<file path="src/hdl/rpq_pkg.sv">
package rpq_pkg;

    localparam int unsigned NumAnsi   = 16;
    localparam int unsigned NumGroups = 4;
    localparam int unsigned GroupSize = NumAnsi / NumGroups;

    localparam logic [1:0] ACT_TO256 = 2'd0;
    localparam logic [1:0] ACT_TO16  = 2'd1;
    localparam logic [1:0] ACT_IDX16 = 2'd2;

    localparam logic [7:0] CubeBase   = 8'd16;
    localparam logic [7:0] GrayBase   = 8'd232;
    localparam logic [7:0] GrayOffset = 8'd8;
    localparam logic [4:0] MaxStep    = 5'd23;

    typedef logic [7:0]  t_chan;
    typedef logic [15:0] t_sq;
    typedef logic [19:0] t_dist;
    typedef logic [1:0]  t_acode;

    // Stage 1 payload: working color, cube targets and gray step
    typedef struct packed {
        logic [1:0] action;
        logic       pass;
        t_chan      idx;
        t_chan      red;
        t_chan      green;
        t_chan      blue;
        t_chan      cube_r;
        t_chan      cube_g;
        t_chan      cube_b;
        logic [2:0] lvl_r;
        logic [2:0] lvl_g;
        logic [2:0] lvl_b;
        logic [4:0] step;
        t_chan      gray;
    } t_front;

    // Stage 3 payload: all candidate distances
    typedef struct packed {
        logic [1:0]              action;
        logic                    pass;
        t_chan                   idx;
        t_chan                   cube_entry;
        logic [4:0]              step;
        t_dist                   cube_d;
        t_dist                   gray_d;
        t_dist [NumAnsi-1:0]     ansi_d;
    } t_dist_item;

    function automatic t_chan level_value(logic [2:0] li);
        t_chan v;
        case (li)
            3'd0:    v = 8'd0;
            3'd1:    v = 8'd95;
            3'd2:    v = 8'd135;
            3'd3:    v = 8'd175;
            3'd4:    v = 8'd215;
            default: v = 8'd255;
        endcase
        return v;
    endfunction

    // Equivalent to the threshold rule with (v - 35) / 40 above 115
    function automatic logic [2:0] level_index(t_chan v);
        logic [2:0] li;
        if (v < 8'd48)       li = 3'd0;
        else if (v < 8'd115) li = 3'd1;
        else if (v < 8'd155) li = 3'd2;
        else if (v < 8'd195) li = 3'd3;
        else if (v < 8'd235) li = 3'd4;
        else                 li = 3'd5;
        return li;
    endfunction

    // ANSI components take only four values
    function automatic t_chan acode_value(t_acode c);
        t_chan v;
        case (c)
            2'd0:    v = 8'h00;
            2'd1:    v = 8'h80;
            2'd2:    v = 8'hc0;
            default: v = 8'hff;
        endcase
        return v;
    endfunction

    // {red, green, blue} component codes of each ANSI color
    function automatic logic [5:0] ansi_codes(logic [3:0] i);
        logic [5:0] c;
        case (i)
            4'd0:    c = {2'd0, 2'd0, 2'd0};
            4'd1:    c = {2'd1, 2'd0, 2'd0};
            4'd2:    c = {2'd0, 2'd1, 2'd0};
            4'd3:    c = {2'd1, 2'd1, 2'd0};
            4'd4:    c = {2'd0, 2'd0, 2'd1};
            4'd5:    c = {2'd1, 2'd0, 2'd1};
            4'd6:    c = {2'd0, 2'd1, 2'd1};
            4'd7:    c = {2'd2, 2'd2, 2'd2};
            4'd8:    c = {2'd1, 2'd1, 2'd1};
            4'd9:    c = {2'd3, 2'd0, 2'd0};
            4'd10:   c = {2'd0, 2'd3, 2'd0};
            4'd11:   c = {2'd3, 2'd3, 2'd0};
            4'd12:   c = {2'd0, 2'd0, 2'd3};
            4'd13:   c = {2'd3, 2'd0, 2'd3};
            4'd14:   c = {2'd0, 2'd3, 2'd3};
            default: c = {2'd3, 2'd3, 2'd3};
        endcase
        return c;
    endfunction

    function automatic t_sq sq_diff(t_chan a, t_chan b);
        t_chan d;
        d = (a > b) ? (a - b) : (b - a);
        return t_sq'(d) * t_sq'(d);
    endfunction

    // 2*r + 4*g + 3*b
    function automatic t_dist wsum(t_sq r, t_sq g, t_sq b);
        return {3'b0, r, 1'b0} + {2'b0, g, 2'b0} + {4'b0, b} + {3'b0, b, 1'b0};
    endfunction

endpackage

</file>
<file path="src/hdl/rpq_if.sv">
interface rpq_in_if;
    logic       valid;
    logic       ready;
    logic [1:0] action;
    logic [7:0] red;
    logic [7:0] green;
    logic [7:0] blue;
    logic [7:0] palette_index;

    modport source (output valid, action, red, green, blue, palette_index, input ready);
    modport sink   (input valid, action, red, green, blue, palette_index, output ready);
endinterface

interface rpq_out_if;
    logic       valid;
    logic       ready;
    logic [7:0] color_index;

    modport source (output valid, color_index, input ready);
    modport sink   (input valid, color_index, output ready);
endinterface

</file>
<file path="src/hdl/rpq_front.sv">
module rpq_front (
    input  logic              i_clk,
    input  logic              i_rst_n,
    rpq_in_if.sink            i_in,
    output logic              o_valid,
    input  logic              i_ready,
    output rpq_pkg::t_front   o_data
);

    logic            r_valid;
    rpq_pkg::t_front r_data;
    rpq_pkg::t_front n_data;
    logic            adv;

    logic [9:0]      sum;
    logic [4:0]      step;
    logic [7:0]      v;
    logic [7:0]      rem;
    logic [2:0]      q36;
    logic [2:0]      q6;
    logic [2:0]      bl;
    logic [4:0]      gidx;
    rpq_pkg::t_chan  gray_x;
    rpq_pkg::t_chan  er;
    rpq_pkg::t_chan  eg;
    rpq_pkg::t_chan  eb;
    logic            is_idx;

    assign adv        = !r_valid || i_ready;
    assign i_in.ready = adv;
    assign o_valid    = r_valid;
    assign o_data     = r_data;

    always_comb begin
        sum = 10'(i_in.red) + 10'(i_in.green) + 10'(i_in.blue);
        // gray step = (sum - 9) / 30, capped
        step = 5'd0;
        for (int k = 1; k <= 23; k++) begin
            if (sum >= 10'(9 + 30 * k)) begin
                step = 5'(k);
            end
        end

        // expand a cube index into its three level codes
        v   = i_in.palette_index - rpq_pkg::CubeBase;
        q36 = 3'd0;
        for (int k = 1; k <= 5; k++) begin
            if (v >= 8'(36 * k)) begin
                q36 = 3'(k);
            end
        end
        rem = v - {5'd0, q36} * 8'd36;
        q6  = 3'd0;
        for (int k = 1; k <= 5; k++) begin
            if (rem >= 8'(6 * k)) begin
                q6 = 3'(k);
            end
        end
        bl = 3'(rem - {5'd0, q6} * 8'd6);

        gidx   = 5'(i_in.palette_index - rpq_pkg::GrayBase);
        gray_x = rpq_pkg::GrayOffset + {3'd0, gidx} * 8'd10;
        if (i_in.palette_index >= rpq_pkg::GrayBase) begin
            er = gray_x;
            eg = gray_x;
            eb = gray_x;
        end else begin
            er = rpq_pkg::level_value(q36);
            eg = rpq_pkg::level_value(q6);
            eb = rpq_pkg::level_value(bl);
        end

        is_idx = (i_in.action == rpq_pkg::ACT_IDX16);

        n_data.action = i_in.action;
        n_data.pass   = (i_in.palette_index < rpq_pkg::CubeBase);
        n_data.idx    = i_in.palette_index;
        n_data.red    = is_idx ? er : i_in.red;
        n_data.green  = is_idx ? eg : i_in.green;
        n_data.blue   = is_idx ? eb : i_in.blue;
        n_data.lvl_r  = rpq_pkg::level_index(i_in.red);
        n_data.lvl_g  = rpq_pkg::level_index(i_in.green);
        n_data.lvl_b  = rpq_pkg::level_index(i_in.blue);
        n_data.cube_r = rpq_pkg::level_value(n_data.lvl_r);
        n_data.cube_g = rpq_pkg::level_value(n_data.lvl_g);
        n_data.cube_b = rpq_pkg::level_value(n_data.lvl_b);
        n_data.step   = step;
        n_data.gray   = rpq_pkg::GrayOffset + {3'd0, step} * 8'd10;
    end

    always_ff @(posedge i_clk) begin
        if (!i_rst_n) begin
            r_valid <= 1'b0;
        end else if (adv) begin
            r_valid <= i_in.valid;
        end
    end

    always_ff @(posedge i_clk) begin
        if (adv) begin
            r_data <= n_data;
        end
    end

    a_step_capped: assert property (@(posedge i_clk) disable iff (!i_rst_n)
        r_valid |-> (r_data.step <= rpq_pkg::MaxStep))
        else $error("gray step beyond ramp");

    a_stall_holds: assert property (@(posedge i_clk) disable iff (!i_rst_n)
        (r_valid && !i_ready) |=> (r_valid && $stable(r_data)))
        else $error("stage 1 item changed while stalled");

endmodule

</file>
<file path="src/hdl/rpq_dist.sv">
module rpq_dist (
    input  logic                 i_clk,
    input  logic                 i_rst_n,
    input  logic                 i_valid,
    output logic                 o_ready,
    input  rpq_pkg::t_front      i_data,
    output logic                 o_valid,
    input  logic                 i_ready,
    output rpq_pkg::t_dist_item  o_data
);

    // stage 2: squared differences, shared by all ANSI lanes
    logic                r_v2;
    rpq_pkg::t_sq        r_sq_r [4];
    rpq_pkg::t_sq        r_sq_g [4];
    rpq_pkg::t_sq        r_sq_b [4];
    rpq_pkg::t_sq        r_cube_sq [3];
    rpq_pkg::t_sq        r_gray_sq [3];
    logic [1:0]          r_action2;
    logic                r_pass2;
    rpq_pkg::t_chan      r_idx2;
    rpq_pkg::t_chan      r_cube_entry2;
    logic [4:0]          r_step2;
    rpq_pkg::t_chan      n_cube_entry;

    // stage 3: weighted distances
    logic                r_v3;
    rpq_pkg::t_dist_item r_data3;
    rpq_pkg::t_dist_item n_data3;

    logic                adv2;
    logic                adv3;
    logic [5:0]          codes;

    assign adv3    = !r_v3 || i_ready;
    assign adv2    = !r_v2 || adv3;
    assign o_ready = adv2;
    assign o_valid = r_v3;
    assign o_data  = r_data3;

    assign n_cube_entry = rpq_pkg::CubeBase + {5'd0, i_data.lvl_r} * 8'd36
                        + {5'd0, i_data.lvl_g} * 8'd6 + {5'd0, i_data.lvl_b};

    always_ff @(posedge i_clk) begin
        if (!i_rst_n) begin
            r_v2 <= 1'b0;
            r_v3 <= 1'b0;
        end else begin
            if (adv2) begin
                r_v2 <= i_valid;
            end
            if (adv3) begin
                r_v3 <= r_v2;
            end
        end
    end

    always_ff @(posedge i_clk) begin
        if (adv2) begin
            for (int j = 0; j < 4; j++) begin
                r_sq_r[j] <= rpq_pkg::sq_diff(i_data.red, rpq_pkg::acode_value(2'(j)));
                r_sq_g[j] <= rpq_pkg::sq_diff(i_data.green, rpq_pkg::acode_value(2'(j)));
                r_sq_b[j] <= rpq_pkg::sq_diff(i_data.blue, rpq_pkg::acode_value(2'(j)));
            end
            r_cube_sq[0]  <= rpq_pkg::sq_diff(i_data.red, i_data.cube_r);
            r_cube_sq[1]  <= rpq_pkg::sq_diff(i_data.green, i_data.cube_g);
            r_cube_sq[2]  <= rpq_pkg::sq_diff(i_data.blue, i_data.cube_b);
            r_gray_sq[0]  <= rpq_pkg::sq_diff(i_data.red, i_data.gray);
            r_gray_sq[1]  <= rpq_pkg::sq_diff(i_data.green, i_data.gray);
            r_gray_sq[2]  <= rpq_pkg::sq_diff(i_data.blue, i_data.gray);
            r_action2     <= i_data.action;
            r_pass2       <= i_data.pass;
            r_idx2        <= i_data.idx;
            r_cube_entry2 <= n_cube_entry;
            r_step2       <= i_data.step;
        end
    end

    always_comb begin
        codes              = 6'd0;
        n_data3.action     = r_action2;
        n_data3.pass       = r_pass2;
        n_data3.idx        = r_idx2;
        n_data3.cube_entry = r_cube_entry2;
        n_data3.step       = r_step2;
        n_data3.cube_d     = rpq_pkg::wsum(r_cube_sq[0], r_cube_sq[1], r_cube_sq[2]);
        n_data3.gray_d     = rpq_pkg::wsum(r_gray_sq[0], r_gray_sq[1], r_gray_sq[2]);
        for (int i = 0; i < rpq_pkg::NumAnsi; i++) begin
            codes = rpq_pkg::ansi_codes(4'(i));
            n_data3.ansi_d[i] = rpq_pkg::wsum(r_sq_r[codes[5:4]], r_sq_g[codes[3:2]],
                                              r_sq_b[codes[1:0]]);
        end
    end

    always_ff @(posedge i_clk) begin
        if (adv3) begin
            r_data3 <= n_data3;
        end
    end

endmodule

</file>
<file path="src/hdl/rpq_select.sv">
module rpq_select (
    input  logic                 i_clk,
    input  logic                 i_rst_n,
    input  logic                 i_valid,
    output logic                 o_ready,
    input  rpq_pkg::t_dist_item  i_data,
    rpq_out_if.source            o_out
);

    localparam int unsigned NumGroups = rpq_pkg::NumGroups;
    localparam int unsigned GroupSize = rpq_pkg::GroupSize;

    // stage 4: best of each group of four, cube versus gray
    logic                r_v4;
    rpq_pkg::t_dist      r_gd [NumGroups];
    logic [3:0]          r_gi [NumGroups];
    rpq_pkg::t_chan      r_pal256;
    logic [1:0]          r_action4;
    logic                r_pass4;
    rpq_pkg::t_chan      r_idx4;
    rpq_pkg::t_dist      n_gd [NumGroups];
    logic [3:0]          n_gi [NumGroups];
    rpq_pkg::t_chan      n_pal256;

    // stage 5: output register
    logic                r_ovalid;
    rpq_pkg::t_chan      r_color;
    rpq_pkg::t_chan      n_color;
    rpq_pkg::t_dist      d_lo;
    rpq_pkg::t_dist      d_hi;
    logic [3:0]          i_lo;
    logic [3:0]          i_hi;
    logic [3:0]          best;

    logic                adv4;
    logic                adv5;

    assign adv5              = !r_ovalid || o_out.ready;
    assign adv4              = !r_v4 || adv5;
    assign o_ready           = adv4;
    assign o_out.valid       = r_ovalid;
    assign o_out.color_index = r_color;

    // the later candidate wins only when strictly nearer, so low indices win ties
    always_comb begin
        for (int g = 0; g < NumGroups; g++) begin
            n_gd[g] = i_data.ansi_d[g * GroupSize];
            n_gi[g] = 4'(g * GroupSize);
            for (int k = 1; k < GroupSize; k++) begin
                if (i_data.ansi_d[g * GroupSize + k] < n_gd[g]) begin
                    n_gd[g] = i_data.ansi_d[g * GroupSize + k];
                    n_gi[g] = 4'(g * GroupSize + k);
                end
            end
        end
        if (i_data.gray_d < i_data.cube_d) begin
            n_pal256 = rpq_pkg::GrayBase + {3'd0, i_data.step};
        end else begin
            n_pal256 = i_data.cube_entry;
        end
    end

    always_ff @(posedge i_clk) begin
        if (adv4) begin
            r_gd      <= n_gd;
            r_gi      <= n_gi;
            r_pal256  <= n_pal256;
            r_action4 <= i_data.action;
            r_pass4   <= i_data.pass;
            r_idx4    <= i_data.idx;
        end
    end

    always_comb begin
        d_lo = r_gd[0];
        i_lo = r_gi[0];
        if (r_gd[1] < d_lo) begin
            d_lo = r_gd[1];
            i_lo = r_gi[1];
        end
        d_hi = r_gd[2];
        i_hi = r_gi[2];
        if (r_gd[3] < d_hi) begin
            d_hi = r_gd[3];
            i_hi = r_gi[3];
        end
        best = (d_hi < d_lo) ? i_hi : i_lo;

        case (r_action4)
            rpq_pkg::ACT_TO256: n_color = r_pal256;
            rpq_pkg::ACT_TO16:  n_color = {4'd0, best};
            rpq_pkg::ACT_IDX16: n_color = r_pass4 ? r_idx4 : {4'd0, best};
            default:            n_color = 8'd0;
        endcase
    end

    always_ff @(posedge i_clk) begin
        if (!i_rst_n) begin
            r_v4     <= 1'b0;
            r_ovalid <= 1'b0;
        end else begin
            if (adv4) begin
                r_v4 <= i_valid;
            end
            if (adv5) begin
                r_ovalid <= r_v4;
            end
        end
    end

    always_ff @(posedge i_clk) begin
        if (adv5) begin
            r_color <= n_color;
        end
    end

    a_pal256_range: assert property (@(posedge i_clk) disable iff (!i_rst_n)
        r_v4 |-> (r_pal256 >= rpq_pkg::CubeBase))
        else $error("256-palette answer falls in the ANSI range");

    a_stage4_holds: assert property (@(posedge i_clk) disable iff (!i_rst_n)
        (r_v4 && !adv5) |=> (r_v4 && $stable(r_pal256) && $stable(r_action4)))
        else $error("stage 4 item changed while stalled");

    a_ansi_result: assert property (@(posedge i_clk) disable iff (!i_rst_n)
        (r_v4 && adv5 && (r_action4 == rpq_pkg::ACT_TO16 ||
                          r_action4 == rpq_pkg::ACT_IDX16))
        |=> (r_color[7:4] == 4'd0))
        else $error("16-color answer out of range");

endmodule

</file>
<file path="src/hdl/rgb_palette_quantizer_core.sv">
// Maps one color item per clock onto terminal palettes: RGB to the xterm 256
// palette (nearest 6x6x6 cube entry against nearest gray-ramp step, gray only
// when strictly nearer), RGB to the 16 ANSI colors (lowest index on a tie),
// or a 256-palette index to the 16 ANSI colors (indices below 16 pass
// through). Every distance is 2*dr^2 + 4*dg^2 + 3*db^2. The block takes one
// item every cycle while the output is not stalled; the five register stages
// are index expansion and level choice (loaded at the accepting edge), squared
// differences, weighted sums, and two levels of the nearest-color compare tree,
// the last of which is the output register. Back-pressure on the output stalls
// only the stages that are full, so up to five items are held.
module rgb_palette_quantizer_core (
    input  logic       i_clk,
    input  logic       i_rst_n,
    rpq_in_if.sink     i_in,
    rpq_out_if.source  o_out
);

    logic                front_valid;
    logic                front_ready;
    rpq_pkg::t_front     front_data;
    logic                dist_valid;
    logic                dist_ready;
    rpq_pkg::t_dist_item dist_data;

    rpq_front u_front (
        .i_clk   (i_clk),
        .i_rst_n (i_rst_n),
        .i_in    (i_in),
        .o_valid (front_valid),
        .i_ready (front_ready),
        .o_data  (front_data)
    );

    rpq_dist u_dist (
        .i_clk   (i_clk),
        .i_rst_n (i_rst_n),
        .i_valid (front_valid),
        .o_ready (front_ready),
        .i_data  (front_data),
        .o_valid (dist_valid),
        .i_ready (dist_ready),
        .o_data  (dist_data)
    );

    rpq_select u_select (
        .i_clk   (i_clk),
        .i_rst_n (i_rst_n),
        .i_valid (dist_valid),
        .o_ready (dist_ready),
        .i_data  (dist_data),
        .o_out   (o_out)
    );

endmodule
</file>
<file path="src/flat_wrapper.sv">
// flat-port wrapper written by rule: the top's interface ports become plain ports
module rgb_palette_quantizer_core_flat 
  (i_clk, i_rst_n, i_in_valid, i_in_action, i_in_red, i_in_green, i_in_blue, i_in_palette_index, i_in_ready, o_out_valid, o_out_color_index, o_out_ready);
  rpq_in_if i_in_i ();
  rpq_out_if o_out_i ();
  input  logic i_clk;
  input  logic i_rst_n;
  input wire logic [$bits(i_in_i.valid)-1:0] i_in_valid;
  input wire logic [$bits(i_in_i.action)-1:0] i_in_action;
  input wire logic [$bits(i_in_i.red)-1:0] i_in_red;
  input wire logic [$bits(i_in_i.green)-1:0] i_in_green;
  input wire logic [$bits(i_in_i.blue)-1:0] i_in_blue;
  input wire logic [$bits(i_in_i.palette_index)-1:0] i_in_palette_index;
  output wire logic [$bits(i_in_i.ready)-1:0] i_in_ready;
  output wire logic [$bits(o_out_i.valid)-1:0] o_out_valid;
  output wire logic [$bits(o_out_i.color_index)-1:0] o_out_color_index;
  input wire logic [$bits(o_out_i.ready)-1:0] o_out_ready;
  assign i_in_i.valid = i_in_valid;
  assign i_in_i.action = i_in_action;
  assign i_in_i.red = i_in_red;
  assign i_in_i.green = i_in_green;
  assign i_in_i.blue = i_in_blue;
  assign i_in_i.palette_index = i_in_palette_index;
  assign i_in_ready = i_in_i.ready;
  assign o_out_valid = o_out_i.valid;
  assign o_out_color_index = o_out_i.color_index;
  assign o_out_i.ready = o_out_ready;
  rgb_palette_quantizer_core u_core (.i_clk(i_clk), .i_rst_n(i_rst_n), .i_in(i_in_i), .o_out(o_out_i));
endmodule
</file>
<file path="config.mk">
export PLATFORM = sky130hd
export DESIGN_NAME = rgb_palette_quantizer_core_flat
export DESIGN_NICKNAME = d
export VERILOG_FILES = /design/src/hdl/rpq_pkg.sv /design/src/hdl/rpq_if.sv /design/src/hdl/rpq_front.sv /design/src/hdl/rpq_dist.sv /design/src/hdl/rpq_select.sv /design/src/hdl/rgb_palette_quantizer_core.sv /design/src/flat_wrapper.sv
export SDC_FILE = /design/constraint.sdc
export NUM_CORES = 2
export LEC_CHECK = 0
export ABC_AREA = 1
export BUFFER_PORTS_ARGS = -buffer_cell sky130_fd_sc_hd__buf_2
export CORE_MARGIN = 2
export CORE_UTILIZATION = 40
export CTS_CLUSTER_DIAMETER = 150
export DETAILED_ROUTE_END_ITERATION = 10
export GPL_TIMING_DRIVEN = 0
export HOLD_SLACK_MARGIN = 0.08
export SLEW_MARGIN = 20
export SYNTH_ARGS = -nofsm -noshare
export SYNTH_HDL_FRONTEND = slang
export SYNTH_HIERARCHICAL = 1
export SYNTH_SLANG_ARGS = --single-unit
export TNS_END_PERCENT = 1
</file>
<file path="constraint.sdc">
create_clock -name i_clk -period 19.45 [get_ports i_clk]
set_input_delay 3.89 -clock i_clk [delete_from_list [all_inputs] [get_ports i_clk]]
set_output_delay 3.89 -clock i_clk [all_outputs]
set_load 0.1 [all_outputs]
</file>
==> out/qor.csv <==
stage,metric,value,unit
final_layout,layout cells sized above 1,5.837,%
timing,normalized max-slew margin,18.88,%
hold_path,worst min-delay path endpoint,u_core/u_dist/o_data[367],
final_layout,number of fill cells in the layout,24089,
die,total core area,243000,sq um
yosys,largest area contributor in the synthesized netlist,sky130_fd_sc_hd__edfxtp_1,
grt,number of antenna violations at the first check in global routing,7,
die,Die Area,248300,sq um
detailed_routing,WL/cell,18.23,microns
worst_setup_path,largest driver fanout on the critical path,31,
yosys,library cell with the highest instance count after synthesis,sky130_fd_sc_hd__inv_1,
final_layout,NumNets Final,13812,
worst_setup_path,WP data arrival,6.05,ns
yosys,prevailing post-synth register cell,sky130_fd_sc_hd__edfxtp_1,
detailed_routing,number of nets with antenna violations after detailed routing,0,
worst_setup_path,setup slack of the worst register-to-register path,11.26,ns
cts,CTS buffer count,98,
timing,Final Max Tran Viols,0,
cts,H-tree depth,3,
placed_design,detailed placer's ending HPWL,231.0,mm
timing,actual transition at the worst max-transition pin,1.213,ns
detailed_routing,average vias per placed instance,5.004,
flow_run,max cap viols,0,
final_layout,area of all placed cells without fillers,106300,sq um
timing,final-layout worst hold slack,0.4158,ns
status,outcome,"complete, no violations",
timing,Hold Fails Final Rpt,0,
hold_path,Hold Path Origin,u_core/u_dist/r_cube_entry2[2],
timing,number of setup violations in the final report,0,
yosys,area share of xor/xnor cells in the synthesized design,6.225,%
cts,buffers inserted by post-CTS timing repair,0,
yosys,post-synthesis compound-gate area fraction,9.852,%
placed_design,number of input and output port buffers inserted,47,
grt,first-pass GRT wire length,420.4,mm
worst_setup_path,destination of the worst register-to-register timing path,u_core/u_dist/r_cube_sq[0][45],
yosys,sequential fraction of the synthesis area,25.06,%
die,standard-cell rows,181,
yosys,"FF+latch count, synth",817,
yosys,number of synthesized flops with an enable pin,812,
worst_setup_path,CP Launch Type,input pin,
hold_path,min-delay worst type,flop to flop,
yosys,area share of and/or/nand/nor cells after synthesis,16.05,%
cts,post-CTS resize count,0,
die,number of placed I/O pins,48,
yosys,number of different library cells in the post-synthesis netlist,73,
yosys,share of cell area taken by muxes after synthesis,0.02049,%
grt,Overall Global Routing Usage,21.86,%
cts,Sink Count,817,
yosys,top area cells in the synthesized netlist,"sky130_fd_sc_hd__edfxtp_1 (25%), sky130_fd_sc_hd__ha_1 (18%), sky130_fd_sc_hd__fa_1 (15%)",
yosys,main combinational cell family by area after synthesis,adder cells,
worst_setup_path,Register-to-Register Path Depth,29,
timing,time the worst path needs with I/O delays and setup,9.944,ns
cts,post-CTS clock slew at the launch and capture registers of the worst setup and hold paths,0.06,ns
cts,Clock Root Buffer,sky130_fd_sc_hd__clkbuf_16,
grt,maximum number of pins on one net before global-route repair,59,
worst_setup_path,origin of the critical flop-to-flop path,u_core/u_front/o_data[46],
yosys,adder-cell share of the synthesized area,33.19,%
timing,Clock Skews,0.03601,ns
timing,RSZ-0062 raised after global routing,false,
die,initial standard-cell utilization of the core,40.21,%
yosys,most numerous cell types in the synthesized netlist,"sky130_fd_sc_hd__inv_1 (2110), sky130_fd_sc_hd__nand2_1 (2046), sky130_fd_sc_hd__ha_1 (1386), sky130_fd_sc_hd__nor2_1 (861), sky130_fd_sc_hd__edfxtp_1 (812)",
detailed_routing,count of routing violations after the opening detailed-route iteration,5458,
yosys,fraction of registers with async set/reset,0,%
final_layout,"count of placed standard cells in the final layout, fillers left out",14923,
final_layout,footprint of the multi-input gates,64120,sq um
worst_setup_path,CP Capture Type,primary output,
cts,clock latency of the later-clocked register in the worst-skew pair,0.75,ns
yosys,Post-Syn Instances,11421,
detailed_routing,number of design rule violations left after detail routing,0,
die,Die Ht,498.3,microns
detailed_routing,detailed-router iteration count before antenna repair,6,
cts,clock tree from TritonCTS,built,
hold_path,worst hold path cell count,0,
yosys,synthesized area per cell,8.556,sq um
grt,overall overflow remaining after global route,0,
cts,number of buffers on the longest clock path,3,
final_layout,flip-flop and latch area,24480,sq um
yosys,combined area of all synthesized cells,97720,sq um
final_layout,layout-stage area growth over the synthesis result,8.774,%
placed_design,area of placed instances,102900,sq um
yosys,area share of the largest cell type after synthesis,24.95,%
detailed_routing,Detailed Route WL,272.0,mm
worst_setup_path,endpoint required time on the critical path,15.56,ns
placed_design,Placer Congestion,0.9591,
placed_design,total placed cells including tap cells,14736,
timing,post-route fraction of the period consumed by the critical path,51.13,%
detailed_routing,count of vias placed by the detailed router,74670,
timing,f_max,100.6,MHz
worst_setup_path,kind of critical path,input pin to primary output,
cts,# hold bufs at CTS,0,
grt,via count of the first global-routing pass,72737,
die,die width,498.3,microns
yosys,number of warnings issued by yosys,6,
==> final cells by class <==
type | instances | area share [%]
diodes | 3 | 0.007063
plain buffers | 188 | 1.030
clock buffers | 104 | 2.348
clock inverters | 80 | 0.8770
inverters | 2196 | 7.795
multi-input cells | 8257 | 60.33
flip-flops and latches | 817 | 23.03
well taps | 3202 | 3.769
repair buffers | 76 | 0.8122
==> layer usage <==
metal	wire length, microns	global-route usage, %
met5	0	0
met4	10610	7.386
met3	12610	2.341
met2	126900	36.63
met1	122000	29.35
==> registers in the layout (all words and copies together), names as in the netlist, 45 cells and up <==
name,cells
u_core/u_dist/o_data,346
u_core/u_select/r_gd,80
u_core/u_front/o_data,69
u_core/u_dist/r_sq_b,56
u_core/u_dist/r_sq_g,56
u_core/u_dist/r_sq_r,56
u_core/u_dist/r_cube_sq,45
u_core/u_dist/r_gray_sq,45
==> metrics by stage <==
stage / setup WS [ns] / util, % / setup TNS (ns)
after global placement: -2.784 / 42.02 / -790.67
after detailed placement: 9.478 / 42.33 / 0
after floorplan: 2.361 / - / 0
after CTS: 9.476 / 43.74 / 0
final: 9.506 / 43.74 / 0
after global routing: 9.324 / 43.74 / 0
==> how the worst max path moves through the flow <==
stage,from,end,slack (ns)
after floorplan,o_out_ready,i_in_ready,2.36
after detailed placement,o_out_ready,i_in_ready,9.48
after global placement,o_out_ready,i_in_ready,-2.78
after CTS,o_out_ready,i_in_ready,9.48
after global routing,o_out_ready,i_in_ready,9.32
final,o_out_ready,i_in_ready,9.51
==> cells in the final DEF, fill, tap and decap left out, types with 33 or more instances in the layout <==
cell and count:
sky130_fd_sc_hd__a21o_1 87, sky130_fd_sc_hd__a21oi_1 774, sky130_fd_sc_hd__a31oi_1 43, sky130_fd_sc_hd__buf_2 68
sky130_fd_sc_hd__buf_4 63, sky130_fd_sc_hd__clkbuf_1 85, sky130_fd_sc_hd__clkbuf_16 99, sky130_fd_sc_hd__conb_1 40
sky130_fd_sc_hd__edfxtp_1 812, sky130_fd_sc_hd__fa_1 754, sky130_fd_sc_hd__ha_1 1386, sky130_fd_sc_hd__inv_1 2099
sky130_fd_sc_hd__inv_2 76, sky130_fd_sc_hd__nand2_1 2044, sky130_fd_sc_hd__nand2_2 73, sky130_fd_sc_hd__nand3_1 390
sky130_fd_sc_hd__nand4_1 95, sky130_fd_sc_hd__nor2_1 861, sky130_fd_sc_hd__nor3_1 62, sky130_fd_sc_hd__o21ai_0 471
sky130_fd_sc_hd__o21ai_1 33, sky130_fd_sc_hd__o21ai_2 33, sky130_fd_sc_hd__o21bai_1 56, sky130_fd_sc_hd__xnor2_1 217
sky130_fd_sc_hd__xor2_1 461
==> critical path, stage by stage <==
cell and delay, ns:
sky130_fd_sc_hd__buf_2 0.10, sky130_fd_sc_hd__inv_1 0.09, sky130_fd_sc_hd__nand3_4 0.30, sky130_fd_sc_hd__inv_1 0.27
sky130_fd_sc_hd__nand3_4 0.42, sky130_fd_sc_hd__buf_12 0.35, sky130_fd_sc_hd__inv_1 0.11, sky130_fd_sc_hd__nand2_4 0.15
sky130_fd_sc_hd__buf_2 0.35
==> cell families (layout without fill, tap and decap cells) <==
family / after synthesis / after routing
AO/OA/AOI/OAI: 1692 / 1692
AND/OR/NAND/NOR: 3691 / 3691
XOR/XNOR: 692 / 692
multiplexers: 2 / 2
buffers and inverters: 2384 / 2644
flip-flops: 817 / 817
adder cells (fa/ha/maj): 2140 / 2140
other: 3 / 43
Power is not shown: default switching activity piles up to over one toggle a cycle in this logic, so the estimate is an artifact.
